--- config.mk ---
export PLATFORM = sky130hd
export DESIGN_NAME = periodic_task_scheduler_core_flat
export DESIGN_NICKNAME = d
export VERILOG_FILES = /design/src/hdl/ptsch_pkg.sv /design/src/hdl/ptsch_stream_if.sv /design/src/hdl/ptsch_ram.sv /design/src/hdl/ptsch_rem.sv /design/src/hdl/periodic_task_scheduler_core.sv /design/src/flat_wrapper.sv
export SDC_FILE = /design/constraint.sdc
export NUM_CORES = 1
export LEC_CHECK = 0
export BUFFER_PORTS_ARGS = -buffer_cell sky130_fd_sc_hd__clkbuf_2
export CAP_MARGIN = 5
export CORE_AREA = 2 2 526 319
export DETAILED_ROUTE_END_ITERATION = 16
export DIE_AREA = 0 0 528 321
export PLACE_DENSITY = 0.43
export SYNTH_ARGS = -nofsm -noshare
export SYNTH_HDL_FRONTEND = slang
export SYNTH_HIERARCHICAL = 1
export SYNTH_SLANG_ARGS = --single-unit
--- constraint.sdc ---
create_clock -name i_clk -period 7 [get_ports i_clk]
set_clock_uncertainty 0.05 [all_clocks]
set_input_delay 0.35 -clock i_clk [delete_from_list [all_inputs] [get_ports i_clk]]
set_output_delay 0.35 -clock i_clk [all_outputs]
set_load 0.05 [all_outputs]
--- src/hdl/ptsch_pkg.sv ---
// shared types, field widths and command codes of the periodic task scheduler
// depends on nothing
package ptsch_pkg;

    localparam int TASK_SLOTS_DEF = 16;
    localparam int MAX_RESULTS    = 16;
    localparam int CNT_W          = $clog2(MAX_RESULTS + 1);

    localparam int CMD_W  = 2;
    localparam int TIME_W = 32;
    localparam int TAG_W  = 8;
    localparam int PER_W  = 16;
    localparam int IDX_W  = 4;

    localparam logic [CMD_W-1:0] CMD_REGISTER = 2'd0;
    localparam logic [CMD_W-1:0] CMD_RUN      = 2'd1;
    localparam logic [CMD_W-1:0] CMD_CLEAR    = 2'd2;

    typedef struct packed {
        logic [CMD_W-1:0]  cmd;
        logic [TIME_W-1:0] now_time;
        logic [TAG_W-1:0]  task_tag;
        logic [PER_W-1:0]  period;
        logic [PER_W-1:0]  start_delay;
    } t_in_item;

    typedef struct packed {
        logic              accepted;
        logic              fired;
        logic [TAG_W-1:0]  fired_tag;
        logic [IDX_W-1:0]  slot_index;
        logic              last;
    } t_out_item;

    // one slot of the task table
    typedef struct packed {
        logic [TAG_W-1:0]  tag;
        logic [PER_W-1:0]  period;
        logic [TIME_W-1:0] due;
    } t_entry;

    typedef struct packed {
        logic              start;
        logic [TIME_W-1:0] dividend;
        logic [PER_W-1:0]  divisor;
    } t_rem_req;

    typedef struct packed {
        logic              done;
        logic [PER_W-1:0]  remainder;
    } t_rem_rsp;

    typedef enum logic [2:0] {
        S_IDLE,
        S_FIND,
        S_SCAN,
        S_READ,
        S_DIV,
        S_HANDOFF,
        S_FINISH
    } t_state;

endpackage

--- src/hdl/ptsch_stream_if.sv ---
// valid/ready stream channel carrying one payload item per transfer
// depends on nothing; the payload type is set per instance
interface ptsch_stream_if #(parameter type T = logic);
    logic valid;
    logic ready;
    T     data;

    modport source (output valid, output data, input ready);
    modport sink   (input valid, input data, output ready);
endinterface

--- src/hdl/ptsch_ram.sv ---
// generic single write port ram with registered read
// depends on nothing
module ptsch_ram #(
    parameter int WIDTH = 8,
    parameter int DEPTH = 16,
    localparam int ADDR_W = (DEPTH > 1) ? $clog2(DEPTH) : 1
) (
    input  logic              i_clk,
    input  logic              i_we,
    input  logic [ADDR_W-1:0] i_waddr,
    input  logic [WIDTH-1:0]  i_wdata,
    input  logic              i_re,
    input  logic [ADDR_W-1:0] i_raddr,
    output logic [WIDTH-1:0]  o_rdata
);
    logic [WIDTH-1:0] r_mem [DEPTH];
    logic [WIDTH-1:0] r_rdata;

    always_ff @(posedge i_clk) begin
        if (i_we) begin
            r_mem[i_waddr] <= i_wdata;
        end
        if (i_re) begin
            r_rdata <= r_mem[i_raddr];
        end
    end

    assign o_rdata = r_rdata;
endmodule

--- src/hdl/ptsch_rem.sv ---
// iterative restoring remainder unit, one dividend bit per cycle
// depends on ptsch_pkg
module ptsch_rem (
    input  logic               i_clk,
    input  logic               i_rst_n,
    input  ptsch_pkg::t_rem_req i_req,
    output ptsch_pkg::t_rem_rsp o_rsp
);
    import ptsch_pkg::*;

    localparam int STEP_W = $clog2(TIME_W);

    logic              r_busy;
    logic              r_done;
    logic [STEP_W-1:0] r_cnt;
    logic [TIME_W-1:0] r_quo;
    logic [PER_W-1:0]  r_div;
    logic [PER_W-1:0]  r_rem;
    logic [PER_W-1:0]  n_rem;
    logic [PER_W:0]    trial;

    // shift in the next dividend bit, subtract when it fits
    always_comb begin
        trial = {r_rem, r_quo[TIME_W-1]};
        if (trial >= {1'b0, r_div}) begin
            n_rem = PER_W'(trial - {1'b0, r_div});
        end else begin
            n_rem = trial[PER_W-1:0];
        end
    end

    always_ff @(posedge i_clk) begin
        if (!i_rst_n) begin
            r_busy <= 1'b0;
            r_done <= 1'b0;
            r_cnt  <= '0;
        end else begin
            r_done <= 1'b0;
            if (i_req.start) begin
                r_busy <= 1'b1;
                r_cnt  <= '0;
            end else if (r_busy) begin
                if (r_cnt == STEP_W'(TIME_W - 1)) begin
                    r_busy <= 1'b0;
                    r_done <= 1'b1;
                end
                r_cnt <= r_cnt + 1'b1;
            end
        end
    end

    always_ff @(posedge i_clk) begin
        if (i_req.start) begin
            r_quo <= i_req.dividend;
            r_div <= i_req.divisor;
            r_rem <= '0;
        end else if (r_busy) begin
            r_rem <= n_rem;
            r_quo <= r_quo << 1;
        end
    end

    assign o_rsp.done      = r_done;
    assign o_rsp.remainder = r_rem;

    a_no_restart: assert property (@(posedge i_clk) disable iff (!i_rst_n)
        i_req.start |-> !r_busy) else $error("remainder unit restarted while busy");
    a_done_after_busy: assert property (@(posedge i_clk) disable iff (!i_rst_n)
        r_done |-> $past(r_busy)) else $error("done without a running division");
    a_nonzero_div: assert property (@(posedge i_clk) disable iff (!i_rst_n)
        r_busy |-> r_div != '0) else $error("division by a zero period");
endmodule

--- src/hdl/periodic_task_scheduler_core.sv ---
// periodic task scheduler: sequencer, slot table ram and shared remainder unit
// clear empties the table; register walks to the lowest free slot; run skips free slots,
// reads used ones and runs the 32-step remainder for each due slot
// one transfer in at a time; the next is taken once the last result is registered
// reset (synchronous, active low) empties the table at once through the used bits
// depends on ptsch_pkg, ptsch_stream_if, ptsch_ram, ptsch_rem
module periodic_task_scheduler_core #(
    parameter int TASK_SLOTS = ptsch_pkg::TASK_SLOTS_DEF
) (
    input  logic            i_clk,
    input  logic            i_rst_n,
    ptsch_stream_if.sink    i_in,
    ptsch_stream_if.source  o_res
);
    import ptsch_pkg::*;

    localparam int SLOT_W = (TASK_SLOTS > 1) ? $clog2(TASK_SLOTS) : 1;

    // control state
    t_state              r_state, n_state;
    logic [SLOT_W-1:0]   r_slot, n_slot;
    logic [CNT_W-1:0]    r_count, n_count;
    logic [TASK_SLOTS-1:0] r_used, n_used;
    logic                r_pend_valid, n_pend_valid;
    logic                r_out_valid;

    // payload
    t_in_item            r_item, n_item;
    t_out_item           r_pend, n_pend;
    t_out_item           r_out;

    // datapath
    logic                out_free;
    logic                push;
    t_out_item           push_item;
    logic                ram_we, ram_re;
    t_entry              ram_wdata, ram_rdata;
    t_rem_req            rem_req;
    t_rem_rsp            rem_rsp;
    logic [TIME_W-1:0]   since_due;
    logic [TIME_W-1:0]   next_due;
    logic                last_slot;

    ptsch_ram #(
        .WIDTH ($bits(t_entry)),
        .DEPTH (TASK_SLOTS)
    ) u_table (
        .i_clk   (i_clk),
        .i_we    (ram_we),
        .i_waddr (r_slot),
        .i_wdata (ram_wdata),
        .i_re    (ram_re),
        .i_raddr (r_slot),
        .o_rdata (ram_rdata)
    );

    ptsch_rem u_rem (
        .i_clk   (i_clk),
        .i_rst_n (i_rst_n),
        .i_req   (rem_req),
        .o_rsp   (rem_rsp)
    );

    // wrap-safe distance from the due time; bit 31 clear means due
    assign since_due = r_item.now_time - ram_rdata.due;
    // due + (floor(d/p)+1)*p reduces to now - (d mod p) + p
    assign next_due  = r_item.now_time - TIME_W'(rem_rsp.remainder)
                     + TIME_W'(ram_rdata.period);
    assign last_slot = (r_slot == SLOT_W'(TASK_SLOTS - 1));
    assign out_free  = !r_out_valid || o_res.ready;

    always_comb begin
        n_state      = r_state;
        n_slot       = r_slot;
        n_count      = r_count;
        n_used       = r_used;
        n_pend_valid = r_pend_valid;
        n_item       = r_item;
        n_pend       = r_pend;
        push         = 1'b0;
        push_item    = '0;
        ram_we       = 1'b0;
        ram_re       = 1'b0;
        ram_wdata    = '0;
        rem_req.start    = 1'b0;
        rem_req.dividend = since_due;
        rem_req.divisor  = ram_rdata.period;
        i_in.ready   = 1'b0;

        case (r_state)
            S_IDLE: begin
                i_in.ready = 1'b1;
                if (i_in.valid) begin
                    n_item       = i_in.data;
                    n_slot       = '0;
                    n_count      = '0;
                    n_pend_valid = 1'b0;
                    case (i_in.data.cmd)
                        CMD_REGISTER: begin
                            if (i_in.data.task_tag != '0 && i_in.data.period != '0) begin
                                n_state = S_FIND;
                            end else begin
                                n_state = S_FINISH;
                            end
                        end
                        CMD_RUN: begin
                            n_state = S_SCAN;
                        end
                        CMD_CLEAR: begin
                            n_used  = '0;
                            n_state = S_FINISH;
                        end
                        default: begin
                            n_state = S_FINISH;
                        end
                    endcase
                end
            end

            // walk to the lowest free slot
            S_FIND: begin
                if (!r_used[r_slot]) begin
                    ram_we            = 1'b1;
                    ram_wdata.tag     = r_item.task_tag;
                    ram_wdata.period  = r_item.period;
                    ram_wdata.due     = r_item.now_time + TIME_W'(r_item.start_delay);
                    n_used[r_slot]    = 1'b1;
                    n_pend_valid      = 1'b1;
                    n_pend            = '0;
                    n_pend.accepted   = 1'b1;
                    n_pend.slot_index = IDX_W'(r_slot);
                    n_state           = S_FINISH;
                end else if (last_slot) begin
                    n_state = S_FINISH;
                end else begin
                    n_slot = r_slot + 1'b1;
                end
            end

            // skip free slots, fetch used ones
            S_SCAN: begin
                if (r_used[r_slot]) begin
                    ram_re  = 1'b1;
                    n_state = S_READ;
                end else if (last_slot) begin
                    n_state = S_FINISH;
                end else begin
                    n_slot = r_slot + 1'b1;
                end
            end

            S_READ: begin
                if (!since_due[TIME_W-1]) begin
                    rem_req.start = 1'b1;
                    n_state       = S_DIV;
                end else if (last_slot) begin
                    n_state = S_FINISH;
                end else begin
                    n_slot  = r_slot + 1'b1;
                    n_state = S_SCAN;
                end
            end

            // wait for the remainder, then write back the advanced due time
            S_DIV: begin
                if (rem_rsp.done) begin
                    ram_we           = 1'b1;
                    ram_wdata.tag    = ram_rdata.tag;
                    ram_wdata.period = ram_rdata.period;
                    ram_wdata.due    = next_due;
                    n_count          = r_count + 1'b1;
                    n_state          = S_HANDOFF;
                end
            end

            // one result held back so the final one can carry last
            S_HANDOFF: begin
                if (!r_pend_valid || out_free) begin
                    if (r_pend_valid) begin
                        push      = 1'b1;
                        push_item = r_pend;
                    end
                    n_pend_valid      = 1'b1;
                    n_pend            = '0;
                    n_pend.fired      = 1'b1;
                    n_pend.fired_tag  = ram_rdata.tag;
                    n_pend.slot_index = IDX_W'(r_slot);
                    if (r_count == CNT_W'(MAX_RESULTS) || last_slot) begin
                        n_state = S_FINISH;
                    end else begin
                        n_slot  = r_slot + 1'b1;
                        n_state = S_SCAN;
                    end
                end
            end

            S_FINISH: begin
                if (out_free) begin
                    push = 1'b1;
                    if (r_pend_valid) begin
                        push_item = r_pend;
                    end
                    push_item.last = 1'b1;
                    n_pend_valid   = 1'b0;
                    n_state        = S_IDLE;
                end
            end

            default: begin
                n_state = S_IDLE;
            end
        endcase
    end

    always_ff @(posedge i_clk) begin
        if (!i_rst_n) begin
            r_state      <= S_IDLE;
            r_slot       <= '0;
            r_count      <= '0;
            r_used       <= '0;
            r_pend_valid <= 1'b0;
            r_out_valid  <= 1'b0;
        end else begin
            r_state      <= n_state;
            r_slot       <= n_slot;
            r_count      <= n_count;
            r_used       <= n_used;
            r_pend_valid <= n_pend_valid;
            if (push) begin
                r_out_valid <= 1'b1;
            end else if (o_res.ready) begin
                r_out_valid <= 1'b0;
            end
        end
    end

    always_ff @(posedge i_clk) begin
        r_item <= n_item;
        r_pend <= n_pend;
        if (push) begin
            r_out <= push_item;
        end
    end

    assign o_res.valid = r_out_valid;
    assign o_res.data  = r_out;

    a_busy_after_take: assert property (@(posedge i_clk) disable iff (!i_rst_n)
        (i_in.valid && i_in.ready) |=> !i_in.ready)
        else $error("new item taken while the previous one is in work");
    a_count_limit: assert property (@(posedge i_clk) disable iff (!i_rst_n)
        r_count <= CNT_W'(MAX_RESULTS)) else $error("result count past its limit");
    a_done_in_div: assert property (@(posedge i_clk) disable iff (!i_rst_n)
        rem_rsp.done |-> r_state == S_DIV) else $error("remainder done out of sequence");
    a_writeback_used: assert property (@(posedge i_clk) disable iff (!i_rst_n)
        (ram_we && r_state == S_DIV) |-> r_used[r_slot])
        else $error("due time written back to a free slot");
endmodule

--- src/flat_wrapper.sv ---
// flat-port wrapper written by rule: the top's interface ports become plain ports
module periodic_task_scheduler_core_flat import ptsch_pkg::*;
#(
    parameter int TASK_SLOTS = ptsch_pkg::TASK_SLOTS_DEF
)
  (i_clk, i_rst_n, i_in_valid, i_in_data, i_in_ready, o_res_valid, o_res_data, o_res_ready);
  ptsch_stream_if #(.T(t_in_item)) i_in_i ();
  ptsch_stream_if #(.T(t_out_item)) o_res_i ();
  input  logic i_clk;
  input  logic i_rst_n;
  input wire logic [$bits(i_in_i.valid)-1:0] i_in_valid;
  input wire logic [$bits(i_in_i.data)-1:0] i_in_data;
  output wire logic [$bits(i_in_i.ready)-1:0] i_in_ready;
  output wire logic [$bits(o_res_i.valid)-1:0] o_res_valid;
  output wire logic [$bits(o_res_i.data)-1:0] o_res_data;
  input wire logic [$bits(o_res_i.ready)-1:0] o_res_ready;
  assign i_in_i.valid = i_in_valid;
  assign i_in_i.data = i_in_data;
  assign i_in_ready = i_in_i.ready;
  assign o_res_valid = o_res_i.valid;
  assign o_res_data = o_res_i.data;
  assign o_res_i.ready = o_res_ready;
  periodic_task_scheduler_core #(.TASK_SLOTS(TASK_SLOTS)) u_core (.i_clk(i_clk), .i_rst_n(i_rst_n), .i_in(i_in_i), .o_res(o_res_i));
endmodule
* Word level (Yosys, flattened, before mapping)
Memories as Yosys holds them, arrays and structs flattened. A register that Yosys moved wholly into a read port is not among the register bits.
Cells that the tools add are included.
W data, S select, Z words.
** Operators by class
- $add $sub $neg :: 8
- Order comparisons :: 3
- Eq/ne operators :: 21
- Muxes and demuxes :: 70
- Bitwise gates (word level) :: 3
- Reduce and logical (&&, ||, !) cells :: 27
** Operator list (number)
- $mux W56 :: 2
- $pmux W56 S2 :: 1
- $mux W15 :: 5
- $add A32 B16 Y32 :: 2
- $mux W16 :: 4
- $mux W32 :: 2
- $pmux W15 S2 :: 2
- $mux W3 :: 11
- $pmux W16 S2 :: 1
- $sub A32 B16 Y32 :: 1
- $sub A32 B32 Y32 :: 1
- $mux W4 :: 7
- $mux W1 :: 24
- $pmux W3 S7 :: 1
- $pmux W4 S5 :: 1
- $ge A17 B16 Y1 :: 1
- $or A16 B16 Y16 :: 1
- $reduce_bool A16 Y1 :: 1
- $sub A16 B16 Y16 :: 1
- $ne A2 B2 Y1 const B :: 6
- $add A5 B1 Y5 const B :: 2
- $eq A5 B5 Y1 const B :: 2
- $mux W5 :: 2
- $pmux W5 S2 :: 1
- 32 further kinds :: 50
** Storage, ports and cells
- Register bits after elaboration :: 203
- Bits in writable memories :: 896
- Input port bits :: 78
- Output and inout bits :: 17
- Logic and storage cells :: 159
- Memories :: 1
** Memory list
- u_core.u_table.r_mem :: depth 16, width 56, read ports 1, clocked after Yosys merged registers in 1, wr ports 1, line ptsch_ram.sv:16 : logic [WIDTH-1:0] r_mem [DEPTH];

* Depth between registers and ports, before layout
Gate-level depths: netlist of run 1.
- Word-level depth :: 7
- Depth in mapped cells :: 17
- Depth with buffers taken out :: 14

* Modules after synthesis
Netlist of run 1, hierarchy kept.
** By module, submodules not included
- ptsch_ram :: times used 1, cells an instance 1445, area each 35238.8 µm², sequential area each 28587.4 µm²
- periodic_task_scheduler_core :: times used 1, cells an instance 1134, area each 10266.1 µm², sequential area each 3633.5 µm²
- ptsch_rem :: times used 1, cells an instance 325, area each 3672.3 µm², sequential area each 1901.8 µm²

* Worst setup path before layout of run 1
Ideal clock, no wire load.
- Path type :: reg-to-reg
- Start :: register u_core.r_slot[1]
- End :: memory u_core/u_table/r_mem[0][0] (netlist bit), enable pin
- Setup time :: 539 ps
- Arrival :: 7002 ps
- Slack :: -591 ps
- Stages on the path, launching flop included :: 11
- Buffers on the path :: 4
- Clock period less this slack :: 7591 ps
- Path through :: dfxtp_1 > buf_2 > mux4_2 > mux4_2 > or3_1 > buf_2 > clkbuf_1 > clkbuf_1 > nand2_1 > or3b_2 > nor3_1
** Between the ends
- Cells in the longest elaborated chain, start to end :: 6
** RTL lines
- from (decl) :: line periodic_task_scheduler_core.sv:21 : logic [SLOT_W-1:0] r_slot, n_slot;
- from (signal assigned) :: line periodic_task_scheduler_core.sv:225 : r_slot <= n_slot;
- $bmux W1 S4 :: line periodic_task_scheduler_core.sv:122 : if (!r_used[r_slot]) begin
- $mux W1 (implied by the code) :: line periodic_task_scheduler_core.sv:122
- $mux W1 :: line periodic_task_scheduler_core.sv:122
- $pmux W1 S2 :: line periodic_task_scheduler_core.sv:90 : case (r_state)
- named net u_core.ram_we :: line periodic_task_scheduler_core.sv:36 : logic ram_we, ram_re;
- $mux W1 :: line ptsch_ram.sv:20 : if (i_we) begin
- $mux W1 (implied by the code) :: line ptsch_ram.sv:21 : r_mem[i_waddr] <= i_wdata;
- to (decl) :: line ptsch_ram.sv:16
The timed path passes the listed nets, and every way through them passes these cells. The select of a mux whose other input is x is not followed.

==> reports/metrics.csv, run 1 <==
stage;metric;value;unit
run_status;status;completed;
logic_synthesis;area of the mapped netlist;0.0492;mm²
logic_synthesis;XOR/XNOR share of the synthesized area;0.0162;
logic_synthesis;top-area cell type share of the netlist area;0.672;
floorplanning;Core Rows;116;
logic_synthesis;Synth Instances;2904;
critical_path;critical path endpoint category;flip-flop;
placement;HPWL after DPL;86300;µm
timing;Rel. slew slack;0.162;
critical_path;slowest stage delay, CP;0.86;ns
cts;H-tree Lvls;3;
layout;Finished Layout Cells;5426;
logic_synthesis;Yosys cell types;78;
logic_synthesis;part of the Yosys area used for sequential elements;0.694;
critical_path;WP data required;7.33;ns
logic_synthesis;Compound-Gate Fraction of Synth Area;0.0669;
placement;Placed Instances;5137;
logic_synthesis;main combinational cell family by area after synthesis;multiplexers;
cts;TritonCTS clock tree;yes;
cts;clock-pin transition on the worst setup and hold timing paths;0.06;ns
logic_synthesis;Syn. warnings;6;
drt;DR vias/cell;5.10;
grt;vias in the first global route;27600;
logic_synthesis;syn_nets;3118;
layout;fin area;0.0572;mm²
placement;Area after DPL;0.0527;mm²
critical_path;WP data arrival;5.49;ns
critical_path;crit path cell chain;inv_1 -> fa_1 -> inv_1 -> fa_1 -> a21oi_1 -> o21ai_0 -> a211o_1 -> a21oi_1 -> o221a_2 -> o311ai_0 -> a221o_1 -> xnor2_1 -> o22ai_1;
timing;final-report setup violation count;0;
hold_path;hold_sp;i_rst_n;
timing;Tcrit/Tclk final;0.738;
power_and_ir_drop;VDD IR max;0.219;mV
critical_path;RR Startpoint;u_core/r_item[41]$_DFFE_PP_;
grt;largest net degree at the start of global routing;130;
logic_synthesis;Post-Synth Adder-Cell Area;0.0375;
layout;area delta synth->final;16.3;%
cts;root buffer cell;clkbuf_16;
placement;GP Congestion;0.886;
grt;total global routing track utilization;0.168;
timing;Slew Limit Fails;0;
timing;Slew @ Worst Pin;1.26;ns
drt;WL final;144000;µm
logic_synthesis;Synth Area in Simple Gates;0.0449;
logic_synthesis;Async SR Flop Fraction;0;
timing;Fin Setup TNS;0;ns
layout;share of layout cells above drive strength 1;0.199;
placement;IO Port Bufs;94;
timing;unrepaired setup endpoints after global routing;no;
drt;Remaining DRCs;0;
critical_path;reg-to-reg slack, setup;1.84;ns
logic_synthesis;Avg Inst Size Synth;16.9;µm²
critical_path;worst-case reg-to-reg path depth;13;
grt;initial antenna violation count;4;
floorplanning;die height;321;µm
cts;Clock Path Buffers;3;
grt;Remaining Overflow, GRT;0;
logic_synthesis;top_reg_cell synth;edfxtp_1;
cts;CTS sink cnt;1154;
floorplanning;initial core utilization;0.298;
critical_path;launch point of the worst path;u_core/r_item[41]$_DFFE_PP_;
floorplanning;die area;0.169;mm²
hold_path;Hold Crit Class;in -> reg;
logic_synthesis;area leader, netlist;edfxtp_1;
power_and_ir_drop;Leak;19.2;nW
critical_path;worst setup path class;reg -> reg;
grt;first-pass GRT wire length;204000;µm
logic_synthesis;top-count cell post-synth;edfxtp_1;
drt;Pre-antenna DRT Iters;5;
timing;number of hold violations in the final report;0;
hold_path;Hold Path Stages;3;
floorplanning;core area;0.165;mm²
timing;Max Fclk;194;MHz
run;number of max-cap violations;0;
layout;final core occ;0.346;
timing;min Tclk post-route;5.16;ns
hold_path;hold endpoint;u_core/r_pend_valid$_SDFFE_PN0P_;
logic_synthesis;Synth area leaders;edfxtp_1, mux4_2, ha_1, dfxtp_1, a22oi_1;
logic_synthesis;number of flops mapped to enable cells by yosys;1101;
drt;Iter 0 DRT Violations;2573;
floorplanning;Die Wd;528;µm
floorplanning;I/O pin total;95;
critical_path;Worst R2R End;u_core/u_table/r_mem[13][30]$_DFFE_PP_;
power_and_ir_drop;Pwr per Cell Area;349;mW/mm²
critical_path;Crit-path slowest cell;o22ai_1;
drt;remaining antenna violation count after routing;0;
critical_path;crit path max fanout;16;
drt;via count;27700;
layout;# nets final;3360;
power_and_ir_drop;Tot Pwr;20.0;mW
logic_synthesis;flops & latches, synth;1154;
cts;Post-CTS Setup Bufs;0;
critical_path;critical path launch point type;flip-flop;
logic_synthesis;most frequent cells after synthesis;edfxtp_1, mux4_2, inv_1, nand2_1, ha_1;
cts;clk_lat worst skew;0.75;ns
cts;CTS Buf Count;114;
logic_synthesis;mux share of post-synthesis cell area;0.115;
drt;routed len/inst;26.5;µm
-- final cells by class --
class	instances	area, µm²
sequential	1154	34100
multi-input combinational	1464	14000
antenna	2	5.00
tap	2183	2730
fill	15600	108000
clock buffer	137	2980
clock inverter	74	678
timing repair buffer	247	2010
inverter	165	621
-- cells by family after synthesis --
kind of cell | after synthesis
fa+ha+maj | 136
flops | 1154
mux | 275
xor+xnor | 91
compound gates | 494
buf+inv | 286
simple gates | 468
-- registers in the layout, summed over array words and instances (netlist names) --
register                flops
u_core/u_rem/r_div         16
u_core/r_pend_valid         1
u_core/r_state              3
u_core/r_item              72
u_core/u_rem/r_cnt          5
u_core/o_res.data          15
u_core/u_rem/r_quo         32
u_core/u_rem/r_busy         1
u_core/o_res.valid          1
u_core/u_rem/r_rem         16
u_core/u_table/o_rdata     56
u_core/r_pend              14
u_core/r_slot               4
u_core/r_count              5
u_core/u_table/r_mem      896
u_core/r_used              16
u_core/u_rem/r_done         1
-- worst max path at each step --
stage / end / slack [ns] / cells after the start
2_1_floorplan: u_core/u_table/r_mem[8][0]$_DFFE_PP_ / -0.27 / 10
3_3_place_gp: u_core/u_table/r_mem[6][30]$_DFFE_PP_ / 2.08 / 13
3_5_place_dp: u_core/u_table/r_mem[14][30]$_DFFE_PP_ / 1.89 / 13
4_1_cts: u_core/u_table/r_mem[8][28]$_DFFE_PP_ / 1.85 / 13
5_1_grt: u_core/u_table/r_mem[3][30]$_DFFE_PP_ / 1.57 / 13
6_report: u_core/u_table/r_mem[13][30]$_DFFE_PP_ / 1.84 / 13
-- report_power, final --
part | switching (mW) | internal (mW) | leakage, nW | total, mW
Sequential | 0.328 | 8.31 | 10.7 | 8.64
Clock | 2.71 | 3.37 | 1.79 | 6.09
Combinational | 3.11 | 2.15 | 6.72 | 5.25
-- worst max-delay path, delay by kind of cell, from the launching register on --
family	cells	cell delay, ns
compound gates	8	2.91
xor+xnor	1	0.13
fa+ha+maj	2	1.04
buf+inv	2	0.25
flops	1	0.40
-- routing by layer --
metal,routed length [µm],global-route usage
met5,0,0
met4,2460,0.0349
met3,5940,0.0212
met2,64300,0.257
met1,70800,0.254
-- stage by stage --
stage	hold slack, ns	setup slack (ns)
3_5_place_dp	0.382	1.89
4_1_cts	0.0380	1.85
6_report	0.0758	1.84
5_1_grt	0.0834	1.57
3_3_place_gp	0.380	2.08
2_1_floorplan	0.376	-0.272
-- layout by cell type, fill, tap and decap left out, drive strengths merged, types with 21 or more instances in the layout --
| cell | count |
|---|---|
| and2 | 21 |
| nand2b | 24 |
| ha | 117 |
| dlygate4sd3 | 73 |
| o21ai | 77 |
| dfxtp | 53 |
| nand2 | 162 |
| inv | 170 |
| buf | 80 |
| nor2 | 115 |
| mux2 | 33 |
| a21oi | 116 |
| a22oi | 112 |
| nand3 | 31 |
| nor3 | 27 |
| o22ai | 28 |
| xor2 | 34 |
| a21o | 39 |
| clkinv | 58 |
| clkbuf | 231 |
| mux4 | 229 |
| edfxtp | 1101 |
| xnor2 | 57 |
-- timing repair --
action                                 in CTS  in global routing
hold buffers                               73                  0
endpoints found under the hold margin      73                  0
gates resized for setup                     0                  0
No activity file was read; power rests on OpenSTA's default activity.
==> run 2: changes to the inputs <==
- PLACE_DENSITY: 0.43 -> 0.42
- clock period: 7 -> 5.2 ns (I/O delays scaled with it)
==> run 2 against run 1 <==
Compared with the run above: global-route usage grew 0.13 points; worst hold slack improved by 0.050 ns; final area grew 0.77%; sequential cell count did not move; die area unchanged; first-iteration DRC count up 2.0%; sequential power is 34% higher; largest power group unchanged; cell count up 0.46%; worst setup slack worse by 1.4 ns.
==> reports/metrics.csv, run 2 (synthesized netlist as in run 1, its figures left out) <==
stage;metric;value;unit;change
timing;number of hold violations in the final report;0;;unchanged
grt;largest net degree at the start of global routing;102;;-22%
drt;via count;27600;;-0.45%
placement;HPWL after DPL;88400;µm;+2.5%
critical_path;WP data required;5.54;ns;-1.79 ns
timing;Rel. slew slack;0.205;;+0.0421
power_and_ir_drop;VDD IR max;0.326;mV;+49%
layout;Top reg by flops;u_core/u_table/r_mem;;
power_and_ir_drop;sw frac;0.304;;-0.00386
timing;min Tclk post-route;4.73;ns;-0.430 ns
placement;GP Congestion;0.839;;-5.4%
floorplanning;die height;321;µm;unchanged
layout;area of the multi-input gates;0.0140;mm²;about the same
critical_path;WP data arrival;5.07;ns;-0.42 ns
power_and_ir_drop;Leak;19.5;nW;+1.3%
cts;CTS sink cnt;1154;;unchanged
drt;DR vias/cell;5.06;;-0.90%
power_and_ir_drop;internal power;19.0;mW;+37%
timing;Slew @ Worst Pin;1.19;ns;-0.0632 ns
layout;# nets final;3388;;+0.83%
layout;area delta synth->final;17.2;%;
cts;TritonCTS clock tree;yes;;
grt;total global routing track utilization;0.169;;+0.00130
cts;H-tree Lvls;3;;unchanged
timing;unrepaired setup endpoints after global routing;no;;
critical_path;worst-case reg-to-reg path depth;13;;unchanged
critical_path;critical path endpoint category;flip-flop;;
layout;most frequent cells in the layout;edfxtp_1, mux4_2, inv_1, nand2_1, ha_1;;
layout;final core occ;0.349;;+0.00267
layout;FF/Latch Area;0.0341;mm²;unchanged
timing;Hold WS;0.125;ns;+0.0497 ns
floorplanning;initial core utilization;0.298;;unchanged
floorplanning;I/O pin total;95;;unchanged
grt;initial antenna violation count;4;;unchanged
critical_path;critical path launch point type;flip-flop;;
run_status;status;completed;;
run;number of max-cap violations;0;;unchanged
grt;GR peak layer;met2;;
drt;routed len/inst;26.3;µm;-0.46%
power_and_ir_drop;Tot Pwr;27.2;mW;+36%
cts;root buffer cell;clkbuf_16;;
grt;M2 GR Usage;0.259;;+0.00242
floorplanning;Core Rows;116;;unchanged
power_and_ir_drop;Combinational Power Share;0.260;;-0.003
critical_path;crit path max fanout;16;;unchanged
grt;first-pass GRT wire length;206000;µm;+0.69%
cts;clock-pin transition on the worst setup and hold timing paths;0.07;ns;about the same
placement;IO Port Bufs;94;;unchanged
grt;global-route met1 utilization;0.250;;-0.00317
grt;Remaining Overflow, GRT;0;;unchanged
timing;final-report setup violation count;0;;unchanged
drt;Pre-antenna DRT Iters;6;;+1
hold_path;Hold Path Stages;5;;+2
timing;Slew Limit Fails;0;;unchanged
power_and_ir_drop;part of the power in registers;0.426;;-0.006
layout;Fillers;15600;;+0.19%
drt;WL final;144000;µm;about the same
layout;Largest register FFs;896;;unchanged
floorplanning;die area;0.169;mm²;unchanged
cts;clk_lat worst skew;0.77;ns;+0.02 ns
power_and_ir_drop;Sw Pwr;8.28;mW;+35%
power_and_ir_drop;Clock Power Share;0.314;;+0.009
placement;Placed Instances;5166;;+0.56%
floorplanning;Die Wd;528;µm;unchanged
layout;commonest non-fill, non-tap cell in the layout;edfxtp_1;;
drt;remaining antenna violation count after routing;0;;unchanged
timing;Max Fclk;211;MHz;+9.1%
grt;vias in the first global route;28300;;+2.5%
layout;Finished Layout Cells;5451;;+0.46%
drt;Remaining DRCs;0;;unchanged
timing;slack of the critical path;0.465;ns;-1.37 ns
floorplanning;core area;0.165;mm²;unchanged
grt;GRT met3 Usage;0.0255;;+0.00432
cts;Clock Path Buffers;3;;unchanged
drt;Iter 0 DRT Violations;2625;;+2.0%
placement;pre-CTS setup slack;0.319;ns;-1.57 ns
cts;CTS Buf Count;111;;-2.6%
layout;share of layout cells above drive strength 1;0.205;;+0.00613
timing;Tcrit/Tclk final;0.911;;+0.173
critical_path;worst setup path class;reg -> reg;;
hold_path;Hold Crit Class;in -> reg;;
power_and_ir_drop;Pwr per Cell Area;473;mW/mm²;+35%
## run 2: per-layer routing
layer	routed length (µm)	up-vias
met1	69800	14700
met5	0	-
met4	3320	0
met2	64100	694
li1	-	12000
met3	6300	169
## run 2: area by class of cell
| cell class | instances | area share |
|---|---|---|
| Tap cell | 2183 | 0.0474 |
| Timing Repair Buffer | 278 | 0.0398 |
| Clock inverter | 71 | 0.0163 |
| Sequential cell | 1154 | 0.592 |
| Antenna cell | 2 | 0.0000869 |
| Multi-Input combinational cell | 1464 | 0.243 |
| Inverter | 165 | 0.0108 |
| Clock buffer | 134 | 0.0499 |
## run 2: worst paths after layout
check	startpoint	endpoint	slack, ns
worst min register to register	u_core/u_table/o_rdata[34]$_DFFE_PP_	u_core/u_rem/r_div[2]$_DFFE_PP_	0.40
worst max register to register	u_core/r_item[41]$_DFFE_PP_	u_core/u_table/r_mem[15][24]$_DFFE_PP_	0.47
worst min-delay path	i_in_data[72]	u_core/r_used[15]$_SDFFE_PN0P_	0.13
worst max-delay path	u_core/r_item[41]$_DFFE_PP_	u_core/u_table/r_mem[15][24]$_DFFE_PP_	0.47
## run 2: power by group through the flow
stage | Clock [mW] | Sequential [mW] | Combinational, mW
after floorplan | 0 | 11.6 | 5.19
after global placement | 0 | 11.8 | 7.00
after detailed placement | 0 | 11.8 | 7.08
after CTS | 8.83 | 11.6 | 7.16
after global routing | 9.19 | 11.7 | 7.81
final | 8.56 | 11.6 | 7.07
## run 2: critical path, cell delays in order (launching register included)
cell and delay (ns):
edfxtp_1 0.39, inv_1 0.15, fa_1 0.56, inv_1 0.07, fa_1 0.46, a21oi_1 0.21
o21ai_0 0.16, a211o_1 0.38, a21oi_1 0.29, o221a_2 0.30, o21ai_0 0.17, a31oi_1 0.25
xor2_1 0.12, o22ai_1 0.82
## run 2: timing repair
action                                  in CTS  in global routing
resized for setup                            0                  1
hold endpoints to repair                    80                  0
endpoints found under the setup margin       0                 16
setup buffers                                0                  0
hold buffers                                77                  0
## run 2: metrics by stage
| step | setup TNS (ns) | area, µm² |
|---|---|---|
| floorplan | -414.51 | 49200 |
| global placement | 0 | 53000 |
| detailed placement | 0 | 53000 |
| CTS | 0 | 57600 |
| global route | 0 | 57600 |
| finish | 0 | 57600 |
